`config.mk`:
```
export PLATFORM = sky130hd
export DESIGN_NAME = udp_packet_classifier_registrar_flat
export DESIGN_NICKNAME = d
export VERILOG_FILES = /design/src/rtl/upcr_pkg.sv /design/src/rtl/upcr_stream_if.sv /design/src/rtl/upcr_frame_parse.sv /design/src/rtl/upcr_classify.sv /design/src/rtl/udp_packet_classifier_registrar.sv /design/src/flat_wrapper.sv
export SDC_FILE = /design/constraint.sdc
export NUM_CORES = 1
export LEC_CHECK = 0
export BUFFER_PORTS_ARGS = -buffer_cell sky130_fd_sc_hd__buf_2
export CAP_MARGIN = 20
export CORE_MARGIN = 8
export CORE_UTILIZATION = 55
export CTS_CLUSTER_DIAMETER = 100
export DETAILED_ROUTE_END_ITERATION = 12
export GPL_TIMING_DRIVEN = 0
export PLACE_DENSITY_LB_ADDON = 0.3
export SYNTH_ARGS = -nofsm -noshare
export SYNTH_HDL_FRONTEND = slang
export SYNTH_SLANG_ARGS = --single-unit
```
`constraint.sdc`:
```
create_clock -name clk_i -period 4.55 [get_ports clk_i]
set_input_delay 1.1375 -clock clk_i [delete_from_list [all_inputs] [get_ports clk_i]]
set_output_delay 1.1375 -clock clk_i [all_outputs]
set_load 0.01 [all_outputs]
```
`src/rtl/upcr_pkg.sv`:
```
// Shared types, constants and codes of the UDP frame classifier and registrar.
package upcr_pkg;

  // Default sizes handed to the top level parameters.
  localparam int unsigned SlotsDefault    = 4;
  localparam int unsigned HdrBytesDefault = 128;

  // Frame layout.
  localparam int unsigned EthLen        = 14;
  localparam int unsigned IpMinEnd      = 34;
  localparam int unsigned OffEthTypeHi  = 12;
  localparam int unsigned OffEthTypeLo  = 13;
  localparam int unsigned OffIhl        = 14;
  localparam int unsigned OffProto      = 23;
  localparam int unsigned OffSrcAddr    = 26;
  localparam int unsigned UdpHdrLen     = 8;
  localparam int unsigned UdpWithWeight = 12;

  localparam logic [15:0] EthTypeIpv4 = 16'h0800;
  localparam logic [7:0]  ProtoUdp    = 8'd17;

  // Configuration registers.
  localparam int unsigned CfgDataW = 16;
  typedef logic [0:0] cfg_idx_t;
  localparam cfg_idx_t CFG_REGISTER_PORT = 1'b0;
  localparam cfg_idx_t CFG_TUNNEL_PORT   = 1'b1;

  localparam logic [15:0] RegisterPortReset = 16'd3000;
  localparam logic [15:0] TunnelPortReset   = 16'd2152;

  // Outcome codes of a result item.
  typedef logic [2:0] outcome_t;
  localparam outcome_t OUTCOME_OTHER = 3'd0;
  localparam outcome_t OUTCOME_SHORT = 3'd1;
  localparam outcome_t OUTCOME_REG   = 3'd2;
  localparam outcome_t OUTCOME_FULL  = 3'd3;
  localparam outcome_t OUTCOME_COUNT = 3'd4;

  // Input item: one frame byte.
  typedef struct packed {
    logic [7:0] data_byte;
    logic       last_byte;
  } in_item_t;

  // Result item: one verdict per frame.
  typedef struct packed {
    logic        verdict;
    outcome_t    outcome;
    logic [1:0]  slot;
    logic [63:0] packet_total;
  } out_item_t;

  // Per-frame summary handed from the parser to the classifier.
  typedef struct packed {
    logic        pass_other;
    logic        short_payload;
    logic [15:0] sport;
    logic [15:0] dport;
    logic [31:0] src_addr;
    logic [31:0] weight;
  } frame_sum_t;

endpackage

```
`src/rtl/upcr_stream_if.sv`:
```
// Valid/ready stream interface that carries one item per handshake.
interface upcr_stream_if #(
  parameter type payload_t = logic
) ();
  logic     valid;
  logic     ready;
  payload_t payload;

  modport source (output valid, output payload, input ready);
  modport sink   (input valid, input payload, output ready);
endinterface

```
`src/rtl/upcr_frame_parse.sv`:
```
// Byte stream parser: counts frame bytes, captures header fields, summarizes each frame.
module upcr_frame_parse #(
  parameter int unsigned HdrBytes = upcr_pkg::HdrBytesDefault
) (
  input  logic                 clk_i,
  input  logic                 rst_ni,
  input  logic                 in_valid_i,
  input  upcr_pkg::in_item_t   in_item_i,
  output logic                 in_ready_o,
  output logic                 sum_valid_o,
  output upcr_pkg::frame_sum_t sum_o,
  input  logic                 sum_ack_i
);
  import upcr_pkg::*;

  localparam int unsigned LenW = $clog2(HdrBytes + 1);
  typedef logic [LenW-1:0] len_t;

  len_t        cnt_q;
  logic [15:0] eth_q, eth_d;
  logic [3:0]  ihl_q, ihl_d;
  logic [7:0]  proto_q, proto_d;
  logic [31:0] src_q, src_d;
  logic [15:0] sport_q, sport_d;
  logic [15:0] dport_q, dport_d;
  logic [31:0] weight_q, weight_d;
  logic        sum_valid_q;
  frame_sum_t  sum_q, sum_d;

  logic       accept;
  logic [7:0] cur;
  len_t       len_now;
  len_t       udp_off;
  len_t       udp_fin;
  len_t       rel;
  logic       in_udp;

  assign accept     = in_valid_i && in_ready_o;
  assign in_ready_o = !sum_valid_q || sum_ack_i;
  assign cur        = in_item_i.data_byte;

  // Frame length including the current byte; it stops growing at the store size.
  assign len_now = (cnt_q < len_t'(HdrBytes)) ? cnt_q + len_t'(1) : cnt_q;

  // Field capture: each header byte lands in its field as it passes by.
  always_comb begin
    eth_d    = eth_q;
    proto_d  = proto_q;
    src_d    = src_q;
    sport_d  = sport_q;
    dport_d  = dport_q;
    weight_d = weight_q;
    ihl_d    = (cnt_q == len_t'(OffIhl)) ? cur[3:0] : ihl_q;

    if (cnt_q == len_t'(OffEthTypeHi)) eth_d[15:8] = cur;
    if (cnt_q == len_t'(OffEthTypeLo)) eth_d[7:0]  = cur;
    if (cnt_q == len_t'(OffProto))     proto_d     = cur;
    for (int k = 0; k < 4; k++) begin
      if (cnt_q == len_t'(OffSrcAddr + k)) src_d[31 - 8*k -: 8] = cur;
    end

    // The UDP header may overlap the IPv4 header when the IHL is small.
    udp_off = len_t'(EthLen) + len_t'({ihl_d, 2'b00});
    in_udp  = cnt_q >= udp_off;
    rel     = cnt_q - udp_off;
    if (in_udp) begin
      case (rel)
        len_t'(0): sport_d[15:8] = cur;
        len_t'(1): sport_d[7:0]  = cur;
        len_t'(2): dport_d[15:8] = cur;
        len_t'(3): dport_d[7:0]  = cur;
        default: ;
      endcase
      // The payload weight is little-endian.
      for (int k = 0; k < 4; k++) begin
        if (rel == len_t'(UdpHdrLen + k)) weight_d[8*k +: 8] = cur;
      end
    end
  end

  // Frame summary, taken from the fields as they stand after the final byte.
  always_comb begin
    udp_fin             = len_t'(EthLen) + len_t'({ihl_d, 2'b00});
    sum_d.pass_other    = (len_now < len_t'(EthLen)) || (eth_d != EthTypeIpv4) ||
                          (len_now < len_t'(IpMinEnd)) || (proto_d != ProtoUdp) ||
                          ((udp_fin + len_t'(UdpHdrLen)) > len_now);
    sum_d.short_payload = (udp_fin + len_t'(UdpWithWeight)) > len_now;
    sum_d.sport         = sport_d;
    sum_d.dport         = dport_d;
    sum_d.src_addr      = src_d;
    sum_d.weight        = weight_d;
  end

  // Byte counter and summary handshake.
  always_ff @(posedge clk_i or negedge rst_ni) begin
    if (!rst_ni) begin
      cnt_q       <= '0;
      sum_valid_q <= 1'b0;
    end else begin
      if (accept) begin
        cnt_q <= in_item_i.last_byte ? len_t'(0) : len_now;
      end
      if (accept && in_item_i.last_byte) begin
        sum_valid_q <= 1'b1;
      end else if (sum_ack_i) begin
        sum_valid_q <= 1'b0;
      end
    end
  end

  // Captured fields and the summary register.
  always_ff @(posedge clk_i) begin
    if (accept) begin
      eth_q    <= eth_d;
      ihl_q    <= ihl_d;
      proto_q  <= proto_d;
      src_q    <= src_d;
      sport_q  <= sport_d;
      dport_q  <= dport_d;
      weight_q <= weight_d;
      if (in_item_i.last_byte) begin
        sum_q <= sum_d;
      end
    end
  end

  assign sum_valid_o = sum_valid_q;
  assign sum_o       = sum_q;

endmodule

```
`src/rtl/upcr_classify.sv`:
```
// Verdict logic: port registers, registration table, tunnel counter and result register.
module upcr_classify #(
  parameter int unsigned Slots = upcr_pkg::SlotsDefault
) (
  input  logic                          clk_i,
  input  logic                          rst_ni,
  input  logic                          cfg_we_i,
  input  upcr_pkg::cfg_idx_t            cfg_idx_i,
  input  logic [upcr_pkg::CfgDataW-1:0] cfg_data_i,
  input  logic                          sum_valid_i,
  input  upcr_pkg::frame_sum_t          sum_i,
  output logic                          sum_ack_o,
  output logic                          out_valid_o,
  input  logic                          out_ready_i,
  output upcr_pkg::out_item_t           out_item_o
);
  import upcr_pkg::*;

  localparam int unsigned SlotIdxW = (Slots > 1) ? $clog2(Slots) : 1;
  typedef logic [SlotIdxW-1:0] slot_idx_t;

  logic [15:0]      reg_port_q;
  logic [15:0]      tun_port_q;
  logic [63:0]      count_q;
  logic [Slots-1:0] slot_free_q;
  logic [31:0]      slot_addr_q   [Slots];
  logic [31:0]      slot_weight_q [Slots];
  logic [15:0]      slot_sport_q  [Slots];
  logic             out_valid_q;
  out_item_t        out_q, res;

  logic        fire;
  logic        any_free;
  slot_idx_t   free_idx;
  logic        do_reg;
  logic        do_count;
  logic [63:0] count_inc;

  assign fire      = sum_valid_i && (!out_valid_q || out_ready_i);
  assign sum_ack_o = fire;
  assign count_inc = count_q + 64'd1;

  // Lowest-numbered free slot.
  always_comb begin
    any_free = 1'b0;
    free_idx = '0;
    for (int i = Slots - 1; i >= 0; i--) begin
      if (slot_free_q[i]) begin
        any_free = 1'b1;
        free_idx = slot_idx_t'(i);
      end
    end
  end

  // Verdict for the pending frame.
  always_comb begin
    do_reg   = 1'b0;
    do_count = 1'b0;
    res.verdict = 1'b0;
    res.outcome = OUTCOME_OTHER;
    res.slot    = 2'd0;
    if (sum_i.pass_other) begin
      res.outcome = OUTCOME_OTHER;
    end else if (sum_i.short_payload) begin
      res.verdict = 1'b1;
      res.outcome = OUTCOME_SHORT;
    end else if (sum_i.dport == reg_port_q) begin
      res.verdict = 1'b1;
      if (any_free) begin
        do_reg      = 1'b1;
        res.outcome = OUTCOME_REG;
        res.slot    = 2'(free_idx);
      end else begin
        res.outcome = OUTCOME_FULL;
      end
    end else if (sum_i.dport == tun_port_q) begin
      do_count    = 1'b1;
      res.outcome = OUTCOME_COUNT;
    end
    res.packet_total = do_count ? count_inc : count_q;
  end

  // Control state: configuration, counter, free bits and result valid.
  always_ff @(posedge clk_i or negedge rst_ni) begin
    if (!rst_ni) begin
      reg_port_q  <= RegisterPortReset;
      tun_port_q  <= TunnelPortReset;
      count_q     <= '0;
      slot_free_q <= '1;
      out_valid_q <= 1'b0;
    end else begin
      if (cfg_we_i) begin
        unique case (cfg_idx_i)
          CFG_REGISTER_PORT: reg_port_q <= cfg_data_i;
          CFG_TUNNEL_PORT:   tun_port_q <= cfg_data_i;
        endcase
      end
      if (fire && do_count) begin
        count_q <= count_inc;
      end
      // A zero source address leaves the slot free.
      if (fire && do_reg) begin
        slot_free_q[free_idx] <= (sum_i.src_addr == 32'd0);
      end
      if (fire) begin
        out_valid_q <= 1'b1;
      end else if (out_ready_i) begin
        out_valid_q <= 1'b0;
      end
    end
  end

  // Table contents and the result payload.
  always_ff @(posedge clk_i) begin
    if (fire && do_reg) begin
      slot_addr_q[free_idx]   <= sum_i.src_addr;
      slot_weight_q[free_idx] <= sum_i.weight;
      slot_sport_q[free_idx]  <= sum_i.sport;
    end
    if (fire) begin
      out_q <= res;
    end
  end

  assign out_valid_o = out_valid_q;
  assign out_item_o  = out_q;

endmodule

```
`src/rtl/udp_packet_classifier_registrar.sv`:
```
// Throughput: one byte per cycle, also across frame boundaries; a held result stalls input
// only when the frame summary register is also full.
// The final byte loads the capture and summary registers together; the result register is
// loaded from the summary register once it is empty or its item is taken. Reset clears the
// byte count, the tunnel counter and all table slots to free, and loads the registration
// port with 3000 and the tunnel port with 2152.
module udp_packet_classifier_registrar #(
  parameter int unsigned Slots    = upcr_pkg::SlotsDefault,
  parameter int unsigned HdrBytes = upcr_pkg::HdrBytesDefault
) (
  input  logic                          clk_i,
  input  logic                          rst_ni,
  input  logic                          cfg_we_i,
  input  upcr_pkg::cfg_idx_t            cfg_idx_i,
  input  logic [upcr_pkg::CfgDataW-1:0] cfg_data_i,
  upcr_stream_if.sink                   in_if,
  upcr_stream_if.source                 out_if
);
  import upcr_pkg::*;

  logic       sum_valid;
  logic       sum_ack;
  frame_sum_t sum;
  logic       in_ready;
  logic       out_valid;
  out_item_t  out_item;

  // Byte capture and frame summary.
  upcr_frame_parse #(
    .HdrBytes (HdrBytes)
  ) u_parse (
    .clk_i       (clk_i),
    .rst_ni      (rst_ni),
    .in_valid_i  (in_if.valid),
    .in_item_i   (in_if.payload),
    .in_ready_o  (in_ready),
    .sum_valid_o (sum_valid),
    .sum_o       (sum),
    .sum_ack_i   (sum_ack)
  );

  // Verdict, table and counter.
  upcr_classify #(
    .Slots (Slots)
  ) u_classify (
    .clk_i       (clk_i),
    .rst_ni      (rst_ni),
    .cfg_we_i    (cfg_we_i),
    .cfg_idx_i   (cfg_idx_i),
    .cfg_data_i  (cfg_data_i),
    .sum_valid_i (sum_valid),
    .sum_i       (sum),
    .sum_ack_o   (sum_ack),
    .out_valid_o (out_valid),
    .out_ready_i (out_if.ready),
    .out_item_o  (out_item)
  );

  assign in_if.ready    = in_ready;
  assign out_if.valid   = out_valid;
  assign out_if.payload = out_item;

endmodule

```
`src/flat_wrapper.sv`:
```
// flat-port wrapper written by rule: the top's interface ports become plain ports
module udp_packet_classifier_registrar_flat import upcr_pkg::*;
#(
  parameter int unsigned Slots    = upcr_pkg::SlotsDefault,
  parameter int unsigned HdrBytes = upcr_pkg::HdrBytesDefault
)
  (clk_i, rst_ni, cfg_we_i, cfg_idx_i, cfg_data_i, in_if_valid, in_if_payload, in_if_ready, out_if_valid, out_if_payload, out_if_ready);
  upcr_stream_if in_if_i ();
  upcr_stream_if out_if_i ();
  input  logic clk_i;
  input  logic rst_ni;
  input  logic cfg_we_i;
  input  upcr_pkg::cfg_idx_t cfg_idx_i;
  input  logic [upcr_pkg::CfgDataW-1:0] cfg_data_i;
  input wire logic [$bits(in_if_i.valid)-1:0] in_if_valid;
  input wire logic [$bits(in_if_i.payload)-1:0] in_if_payload;
  output wire logic [$bits(in_if_i.ready)-1:0] in_if_ready;
  output wire logic [$bits(out_if_i.valid)-1:0] out_if_valid;
  output wire logic [$bits(out_if_i.payload)-1:0] out_if_payload;
  input wire logic [$bits(out_if_i.ready)-1:0] out_if_ready;
  assign in_if_i.valid = in_if_valid;
  assign in_if_i.payload = in_if_payload;
  assign in_if_ready = in_if_i.ready;
  assign out_if_valid = out_if_i.valid;
  assign out_if_payload = out_if_i.payload;
  assign out_if_i.ready = out_if_ready;
  udp_packet_classifier_registrar #(.Slots(Slots), .HdrBytes(HdrBytes)) u_core (.clk_i(clk_i), .rst_ni(rst_ni), .cfg_we_i(cfg_we_i), .cfg_idx_i(cfg_idx_i), .cfg_data_i(cfg_data_i), .in_if(in_if_i), .out_if(out_if_i));
endmodule
```
==> flow_metrics.tcl, run 1 <==
set metrics [dict create \
    run_status "finished clean" \
    cp.arrival_ns 4.26 \
    ir_drop_uv 260 \
    cts_made_buffers 9 \
    netSwitchingFraction_pct 27.5 \
    num_vias 3283 \
    wire_per_inst_um 16.3 \
    synth_fa_ha_area_share_pct 6.69 \
    post_cts_buffers 0 \
    hold_viol_final 0 \
    synth_xor_area_share_pct 8.03 \
    clk_pin_slew_ns 0.10 \
    p_switching_mw 0.622 \
    critical_path_class "reg -> reg" \
    synth_enable_flop_cells 63 \
    hold_buffers 0 \
    grt_usage_pct 16.1 \
    worstSetupStartpointType "flop" \
    whs_ns 0.498 \
    avgViaCountPerCell 5.43 \
    worst_pin_slew_ns 0.950 \
    ios 26 \
    fmax_mhz 240 \
    ant_nets 0 \
    final_cells 605 \
    maxSlewViolCount 0 \
    power.share.clock_pct 29.0 \
    ys_ff_latch 106 \
    clock_latency_ns 0.37 \
    grt_pass1_wl_mm 16.3 \
    first_pass_iters 4 \
    gp_congestion 0.811 \
    min_period_ns 4.17 \
    grt_max_degree 47 \
    synth_simple_gate_area_share_pct 11.9 \
    diodes 0 \
    seq_power_share_pct 52.5 \
    yosysSeqAreaShare_pct 56.0 \
    drive_above_1_share_pct 20.8 \
    clockBufferDepth 2 \
    synth_top_area_share_pct 35.5 \
    syn_inst 429 \
    grt_pass1_vias 3423 \
    rsz0062_at_grt "no" \
    drc 0 \
    wl_mm 9.88 \
    dr.first_iter.drc_count 197 \
    final.period_utilization_pct 91.6 \
    die_area_um2 13100 \
    end_kind "flop" \
    cellLeakagePower_nw 2.30 \
    yosysTopAreaCell "edfxtp_1" \
    setup_viol 0 \
    synth_area_um2 5330 \
    fin_skew_ns 0.0110 \
    die_h_um 114 \
    yosys-top-cells-area "edfxtp_1 (36%), dfrtp_1 (15%), mux2_2 (6.8%), ha_1 (6.1%), dfstp_2 (5.4%)" \
    internal_power_mw 1.64 \
    synthMuxAreaShare_pct 7.42 \
    place.port_buffers 25 \
    synth_top_family_by_area "simple AND/OR/NAND/NOR gates" \
    dp_cells 589 \
    synth_compound_area_share_pct 6.69 \
    initial_utilization_pct 55.5 \
    setup-tns-final_ns 0 \
    hpwlAfterDp_mm 7.36 \
    power_frac_comb_pct 18.5 \
    max_cap_violations 0 \
    worstHoldPathCells 1 \
    areaGrowthSynthToFinish_pct 10.4 \
    rows 36 \
    ctsRootBufferMaster "clkbuf_8" \
    finalPower_mw 2.26 \
    grt_overflow_total 0 \
    cts_max_level 3 \
    cts_tree "done" \
    cts_resized 0 \
    cp_max_fo 10 \
    syn_nets 479 \
    syn_area_per_cell_um2 12.4 \
    yosysWarnings 0 \
    required_ns 4.64 \
    cts_sinks 106 \
    ys_async_sr_fraction_pct 40.6 \
    yosys.cell_count.top_type "edfxtp_1" \
    synth.distinct_cells 48 \
    synthFlopType "edfxtp_1" \
    core_area_um2 9590 \
    fp.dieW_um 114 \
    maxSlewHeadroom_pct 36.7 \
    synth_common_cells "edfxtp_1 (63), dfrtp_1 (32), mux2_2 (32)" \
    min_path_type "reg -> reg" \
    layout.nets 517 \
    rr_worst_depth 14 \
    antenna_found_initial 0 \
    p_per_area_nw_per_um2 385 \
]
==> area by class of cell <==
cell class              instances  area (um^2)
plain buffers                  11         61.3
clock buffers                   9          124
clock inverters                 7          113
fillers                       766         3710
inverters                      31          116
multi-input cells             281         2170
flip-flops and latches        106         2980
well taps                     133          166
repair buffers                 27          153
==> worst max-delay path: stages, from the launching register on <==
cell and delay [ns]:
dfrtp_1 0.45, inv_1 0.16, ha_1 0.25, nand3_2 0.14, nand2_1 0.25, ha_1 0.23
xor2_1 0.42, inv_1 0.10, ha_1 0.35, o2bb2ai_1 0.28, a211oi_1 0.12, o31a_1 0.32
nor4_4 0.48, buf_6 0.21, a31oi_1 0.12
==> per-layer routing <==
layer	up-vias	global-route usage, %	wire length, um
met4	0	5.77	168
met3	12	4.69	401
met1	1598	19.1	4380
met2	61	27.0	4930
li1	1612	-	-
met5	-	0	0
==> logic make-up after synthesis <==
family	Yosys count
XOR/XNOR	48
multiplexers	35
flip-flops	106
AND/OR/NAND/NOR	113
AO/OA/AOI/OAI	57
buffers and inverters	42
adder cells (fa/ha/maj)	28
==> state kept, by name, indices dropped and copies added, names as in the netlist, 4 cells and up <==
signal,flops
u_core.u_parse.cnt_q,8
u_core.u_parse.dport_q,16
u_core.u_parse.proto_q,8
u_core.u_parse.ihl_q,4
u_core.u_classify.tun_port_q,16
u_core.u_parse.eth_q,16
u_core.u_classify.reg_port_q,16
u_core.u_parse.sum_o,18
==> path summary, 6_finish.rpt <==
kind	start	end	slack (ns)
max in group asynchronous	rst_ni	u_core.u_classify.reg_port_q[10]	3.07
max reg2reg	u_core.u_parse.cnt_q[0]	u_core.u_parse.dport_q[7]	0.38
min reg2reg	u_core.u_parse.sum_valid_o	u_core.u_classify.out_valid_o	0.50
min	u_core.u_parse.sum_valid_o	u_core.u_classify.out_valid_o	0.50
min in group asynchronous	rst_ni	u_core.u_parse.cnt_q[3]	0.90
max	u_core.u_parse.cnt_q[0]	u_core.u_parse.dport_q[7]	0.38
==> power by group through the flow <==
stage                     Clock, mW  Sequential, mW  Combinational, mW
after floorplan                   0            1.19              0.311
after global placement            0            1.21              0.399
after detailed placement          0            1.21              0.418
after CTS                     0.679            1.19              0.421
after global routing          0.710            1.20              0.469
final                         0.655            1.19              0.419
==> metrics by stage <==
stage	worst slack (ns)	area (um^2)	util [%]
floorplan	1.12	5330	-
global placement	0.539	5620	58.6
detailed placement	0.411	5650	58.9
CTS	0.365	5880	61.3
global route	0.106	5880	61.3
finish	0.382	5880	61.3
==> layout by cell type (no fill, tap or decap), types with 7 or more instances in the layout <==
master    instances
a21oi_1          10
a31oi_1          17
and2_1           25
buf_2            26
clkbuf_8          9
dfrtp_1          32
dfstp_2          11
edfxtp_1         63
ha_1             26
inv_1            30
mux2_2           32
nand2_1          23
nand3_1           7
nand4_1          11
nor2_1           13
nor3_1            7
nor4_1            9
o21ai_0          15
xnor2_1          24
xor2_1           23
(Power assumes the default switching activity.)
==> inputs of run 2 (changes only) <==
- BUFFER_PORTS_ARGS: -buffer_cell sky130_fd_sc_hd__buf_2 -> default
- CELL_PAD_IN_SITES_DETAIL_PLACEMENT: default -> 1
- CELL_PAD_IN_SITES_GLOBAL_PLACEMENT: default -> 2
- CORE_UTILIZATION: 55 -> 44
- DONT_BUFFER_PORTS: default -> 1
==> flow_metrics.tcl, run 2 (same netlist as run 1, synthesis figures left out) <==
set metrics [dict create \
    setup_viol 0 \
    power_frac_comb_pct 17.3 \
    grt_max_degree 46 \
    post_cts_buffers 0 \
    grt_usage_pct 14.9 \
    drt-met1-wl_mm 4.85 \
    register_area_um2 2980 \
    place.port_buffers 0 \
    hpwlAfterDp_mm 8.37 \
    ctsRootBufferMaster "clkbuf_16" \
    p_per_area_nw_per_um2 404 \
    path_common_cell "ha_1" \
    core_area_um2 11900 \
    r2r_slack_ns 0.34 \
    final_cell_mix "edfxtp_1 (63), mux2_2 (32), dfrtp_1 (32), inv_1 (30), ha_1 (26)" \
    wl_mm 11.1 \
    wire_per_inst_um 18.8 \
    required_ns 4.60 \
    ir_drop_uv 176 \
    clockBufferDepth 2 \
    met3_length_um 456 \
    hold_buffers 0 \
    antenna_found_initial 0 \
    clock_latency_ns 0.35 \
    worst_pin_slew_ns 0.980 \
    drive_above_1_share_pct 15.7 \
    r2r_end "u_core.u_parse.dport_q[5]" \
    rows 40 \
    ant_nets 0 \
    die_h_um 126 \
    setup-tns-final_ns 0 \
    initial_utilization_pct 44.7 \
    seq_power_share_pct 50.8 \
    cts_made_buffers 9 \
    cp_max_fo 10 \
    multi_input_area_um2 2170 \
    final_common_cell "edfxtp_1" \
    internal_power_mw 1.72 \
    rr_worst_depth 14 \
    die_area_um2 15900 \
    cts_tree "done" \
    areaGrowthSynthToFinish_pct 9.25 \
    maxSlewHeadroom_pct 34.6 \
    placed_cell_area_um2 5540 \
    first_pass_iters 4 \
    netSwitchingFraction_pct 26.9 \
    fmax_mhz 238 \
    wl_met2_mm 5.71 \
    largest_register_ffs 18 \
    grt_overflow_total 0 \
    clk_pin_slew_ns 0.07 \
    cts_max_level 3 \
    power.share.clock_pct 31.9 \
    p_switching_mw 0.632 \
    finalPower_mw 2.35 \
    dr.first_iter.drc_count 122 \
    final.period_utilization_pct 92.5 \
    cellLeakagePower_nw 2.22 \
    fp.dieW_um 126 \
    layout.nets 491 \
    grt_pass1_wl_mm 18.6 \
    maxSlewViolCount 0 \
    run_status "finished clean" \
    gp_congestion 0.783 \
    rsz0062_at_grt "no" \
    final.fill_count 1228 \
    hold_viol_final 0 \
    num_vias 3231 \
    avgViaCountPerCell 5.45 \
    slowest_stage "nor4_4" \
    end_kind "flop" \
    fin_skew_ns 0.00646 \
    cp.arrival_ns 4.26 \
    min_path_type "in -> async" \
    r2r_start "u_core.u_parse.cnt_q[0]" \
    worstSetupStartpointType "flop" \
    path_cells "inv_1 -> ha_1 -> nand3_2 -> nand2_1 -> ha_1 -> xor2_1 -> inv_1 -> ha_1 -> o2bb2ai_1 -> a211oi_1 -> o31a_1 -> nor4_4 -> buf_6 -> a31oi_1" \
    diodes 0 \
    drc 0 \
    grt_pass1_vias 3538 \
    max_cap_violations 0 \
    cts_sinks 106 \
    cts_resized 0 \
    design_area_um2 5820 \
    ios 26 \
    min_period_ns 4.21 \
    routed.top_layer "met4" \
    critical_path_class "reg -> reg" \
    critPathMaxStageDelay_ns 0.47 \
]
-- run 2: per-stage QoR --
step                hold slack (ns)  worst slack, ns  util [%]  std cells
floorplan                     0.457             1.12         -        429
global placement              0.468            0.432      46.3        576
detailed placement            0.479            0.305      46.5        577
CTS                           0.461            0.280      48.9        593
global route                  0.455          0.00270      48.9        593
finish                        0.479            0.341      48.9        593
-- run 2: layer usage --
metal / global-route usage, % / vias up
met5: 0 / -
met4: 4.18 / 0
met3: 4.68 / 9
met2: 26.2 / 36
met1: 17.1 / 1614
li1: - / 1572
-- run 2: critical path, delay by kind of cell, from the launching register on --
family | cells | cell delay [ns]
compound gates | 4 | 0.89
simple gates | 3 | 0.89
fa+ha+maj | 3 | 0.84
xor+xnor | 1 | 0.38
buf+inv | 3 | 0.47
flops | 1 | 0.44
-- run 2: power groups by stage --
stage	registers, mW	logic [mW]	clock network, mW
after floorplan	1.19	0.311	0
after global placement	1.21	0.390	0
after detailed placement	1.21	0.411	0
after CTS	1.19	0.414	0.782
after global routing	1.20	0.459	0.808
final	1.19	0.407	0.750
-- run 2: worst max-delay path by stage --
stage	startpoint	endpoint	slack, ns	cells past startpoint
6_report	u_core.u_parse.cnt_q[0]	u_core.u_parse.dport_q[5]	0.34	14
5_1_grt	u_core.u_parse.cnt_q[0]	u_core.u_parse.sum_o[69]	0.003	14
4_1_cts	u_core.u_parse.cnt_q[0]	u_core.u_parse.dport_q[5]	0.28	14
3_5_place_dp	u_core.u_parse.cnt_q[0]	u_core.u_parse.dport_q[5]	0.31	14
3_3_place_gp	u_core.u_parse.cnt_q[0]	u_core.u_parse.sum_o[74]	0.43	14
2_1_floorplan	u_core.u_parse.cnt_q[4]	u_core.u_parse.dport_q[10]	1.12	13
-- run 2: layout make-up --
type | count | area share, %
well taps | 147 | 3.16
clock inverters | 5 | 0.559
flip-flops and latches | 106 | 51.2
clock buffers | 11 | 4.36
inverters | 31 | 2.00
repair buffers | 1 | 0.344
plain buffers | 11 | 1.05
multi-input cells | 281 | 37.3
==> inputs of run 3 (changes only) <==
- CORE_UTILIZATION: 44 -> 48
- CTS_CLUSTER_DIAMETER: 100 -> default
- clock period: 4.55 -> 5.5 ns (I/O delays scaled with it)
==> flow_metrics.tcl, run 3 (same netlist as run 1, synthesis figures left out) <==
set metrics [dict create \
    rsz0062_at_grt "no" \
    avgViaCountPerCell 5.57 \
    hold-path-endpoint "u_core.u_classify.out_valid_o" \
    die_h_um 121 \
    areaGrowthSynthToFinish_pct 8.34 \
    maxSlewHeadroom_pct 47.7 \
    required_ns 5.58 \
    fin_skew_ns 0.0162 \
    min_period_ns 4.24 \
    layout.nets 492 \
    drive_above_1_share_pct 16.6 \
    grt_max_degree 48 \
    min_path_type "reg -> reg" \
    path_buf_inv 3 \
    grt_usage_pct 16.8 \
    register_area_um2 2980 \
    setup-tns-final_ns 0 \
    hp-start "u_core.u_parse.sum_valid_o" \
    path_cells "inv_1 -> ha_1 -> nand3_2 -> nand2_1 -> ha_1 -> xor2_1 -> inv_1 -> ha_1 -> o2bb2ai_1 -> a211oi_1 -> o31a_1 -> nor4_4 -> buf_6 -> a31oi_1" \
    fp.dieW_um 121 \
    worst_pin_slew_ns 0.764 \
    diodes 0 \
    rows 38 \
    ios 26 \
    first_pass_iters 4 \
    critical_path_class "reg -> reg" \
    fmax_mhz 236 \
    gp_congestion 0.846 \
    r2r_start "u_core.u_parse.cnt_q[0]" \
    r2r_end "u_core.u_parse.dport_q[6]" \
    hold_viol_final 0 \
    run_status "finished clean" \
    final_cell_mix "edfxtp_1 (63), mux2_2 (32), dfrtp_1 (32), inv_1 (30), ha_1 (26)" \
    cts_max_level 3 \
    final.fill_count 1140 \
    fin_ws_ns 1.26 \
    largest_register_ffs 18 \
    num_vias 3267 \
    setup_viol 0 \
    clock_latency_ns 0.37 \
    antenna_found_initial 0 \
    grt_pass1_vias 3633 \
    cp.arrival_ns 4.32 \
    cts_resized 0 \
    multi_input_area_um2 2170 \
    r2r_slack_ns 1.26 \
    initial_utilization_pct 49.2 \
    cellLeakagePower_nw 2.21 \
    final_common_cell "edfxtp_1" \
    ant_nets 0 \
    end_kind "flop" \
    clk_pin_slew_ns 0.11 \
    core_area_um2 10800 \
    die_area_um2 14700 \
    cts_tree "done" \
    hold_buffers 0 \
    cts_sinks 106 \
    dr.first_iter.drc_count 174 \
    wire_per_inst_um 19.8 \
    cpLargestDelayFamily "simple AND/OR/NAND/NOR gates" \
    grt_pass1_wl_mm 19.3 \
    critPathMaxStageDelay_ns 0.50 \
    cts_made_buffers 9 \
    grt_overflow_total 0 \
    max_cap_violations 0 \
    worstHoldPathCells 1 \
    path_common_cell "ha_1" \
    post_cts_buffers 0 \
    dpl_worst_slack_ns 1.26 \
    rr_worst_depth 14 \
    slowest_stage "nor4_4" \
    ir_drop_uv 129 \
    wl_mm 11.6 \
    hpwlAfterDp_mm 8.59 \
    cp_max_fo 10 \
    drc 0 \
    clockBufferDepth 2 \
    worstSetupStartpointType "flop" \
    p_per_area_nw_per_um2 326 \
    place.port_buffers 0 \
    ctsRootBufferMaster "clkbuf_8" \
    final.period_utilization_pct 77.1 \
    maxSlewViolCount 0 \
]
-- run 3: cell count changes in the layout (fill, tap and decap cells not counted) --
cell / delta
clkinv_8: +1
clkbuf_1: -1
clkinv_2: +1
bufinv_16: +2
clkbuf_16: -10
inv_6: +1
clkinvlp_4: -1
buf_8: +1
clkinv_1: -2
clkbuf_8: +9
-- run 3: final cells by class --
cell class	count	share of cell area, %
timing repair buffer	2	0.607
inverter	31	2.02
clock buffer	9	2.15
sequential	106	51.6
buffer	11	1.06
clock inverter	7	1.86
multi-input combinational	281	37.6
tap	140	3.03
-- run 3: how the worst max path moves through the flow --
stage / slack (ns) / start / cells past startpoint / to
CTS: 1.24 / u_core.u_parse.cnt_q[0] / 14 / u_core.u_parse.dport_q[6]
global placement: 1.43 / u_core.u_parse.cnt_q[3] / 14 / u_core.u_parse.dport_q[10]
global route: 0.98 / u_core.u_parse.cnt_q[0] / 15 / u_core.u_parse.dport_q[6]
floorplan: 2.07 / u_core.u_parse.cnt_q[4] / 13 / u_core.u_parse.dport_q[10]
finish: 1.26 / u_core.u_parse.cnt_q[0] / 14 / u_core.u_parse.dport_q[6]
detailed placement: 1.26 / u_core.u_parse.cnt_q[0] / 14 / u_core.u_parse.sum_o[70]
-- run 3: routing by layer --
metal / GRT usage [%] / wire, um / up-vias
met1: 19.1 / 4820 / 1661
met2: 30.6 / 6210 / 37
met4: 5.17 / 146 / 0
met3: 3.91 / 432 / 12
li1: - / - / 1557
met5: 0 / 0 / -
-- run 3: per-stage QoR --
stage / instance area, um^2 / total power, mW / std cells / hold WS [ns] / utilization (%)
2_1_floorplan: 5330 / 1.25 / 429 / 0.457 / -
3_3_place_gp: 5500 / 1.32 / 569 / 0.469 / 50.8
3_5_place_dp: 5540 / 1.35 / 571 / 0.497 / 51.1
4_1_cts: 5770 / 1.91 / 587 / 0.525 / 53.3
5_1_grt: 5770 / 1.97 / 587 / 0.561 / 53.3
6_report: 5770 / 1.88 / 587 / 0.522 / 53.3
-- run 3: report_power, final --
group	total, mW	switching (mW)	leakage (nW)	internal, mW
Sequential	0.987	0.0514	1.11	0.936
Combinational	0.341	0.190	0.978	0.151
Clock	0.552	0.288	0.117	0.265
Total	1.88	0.529	2.21	1.35
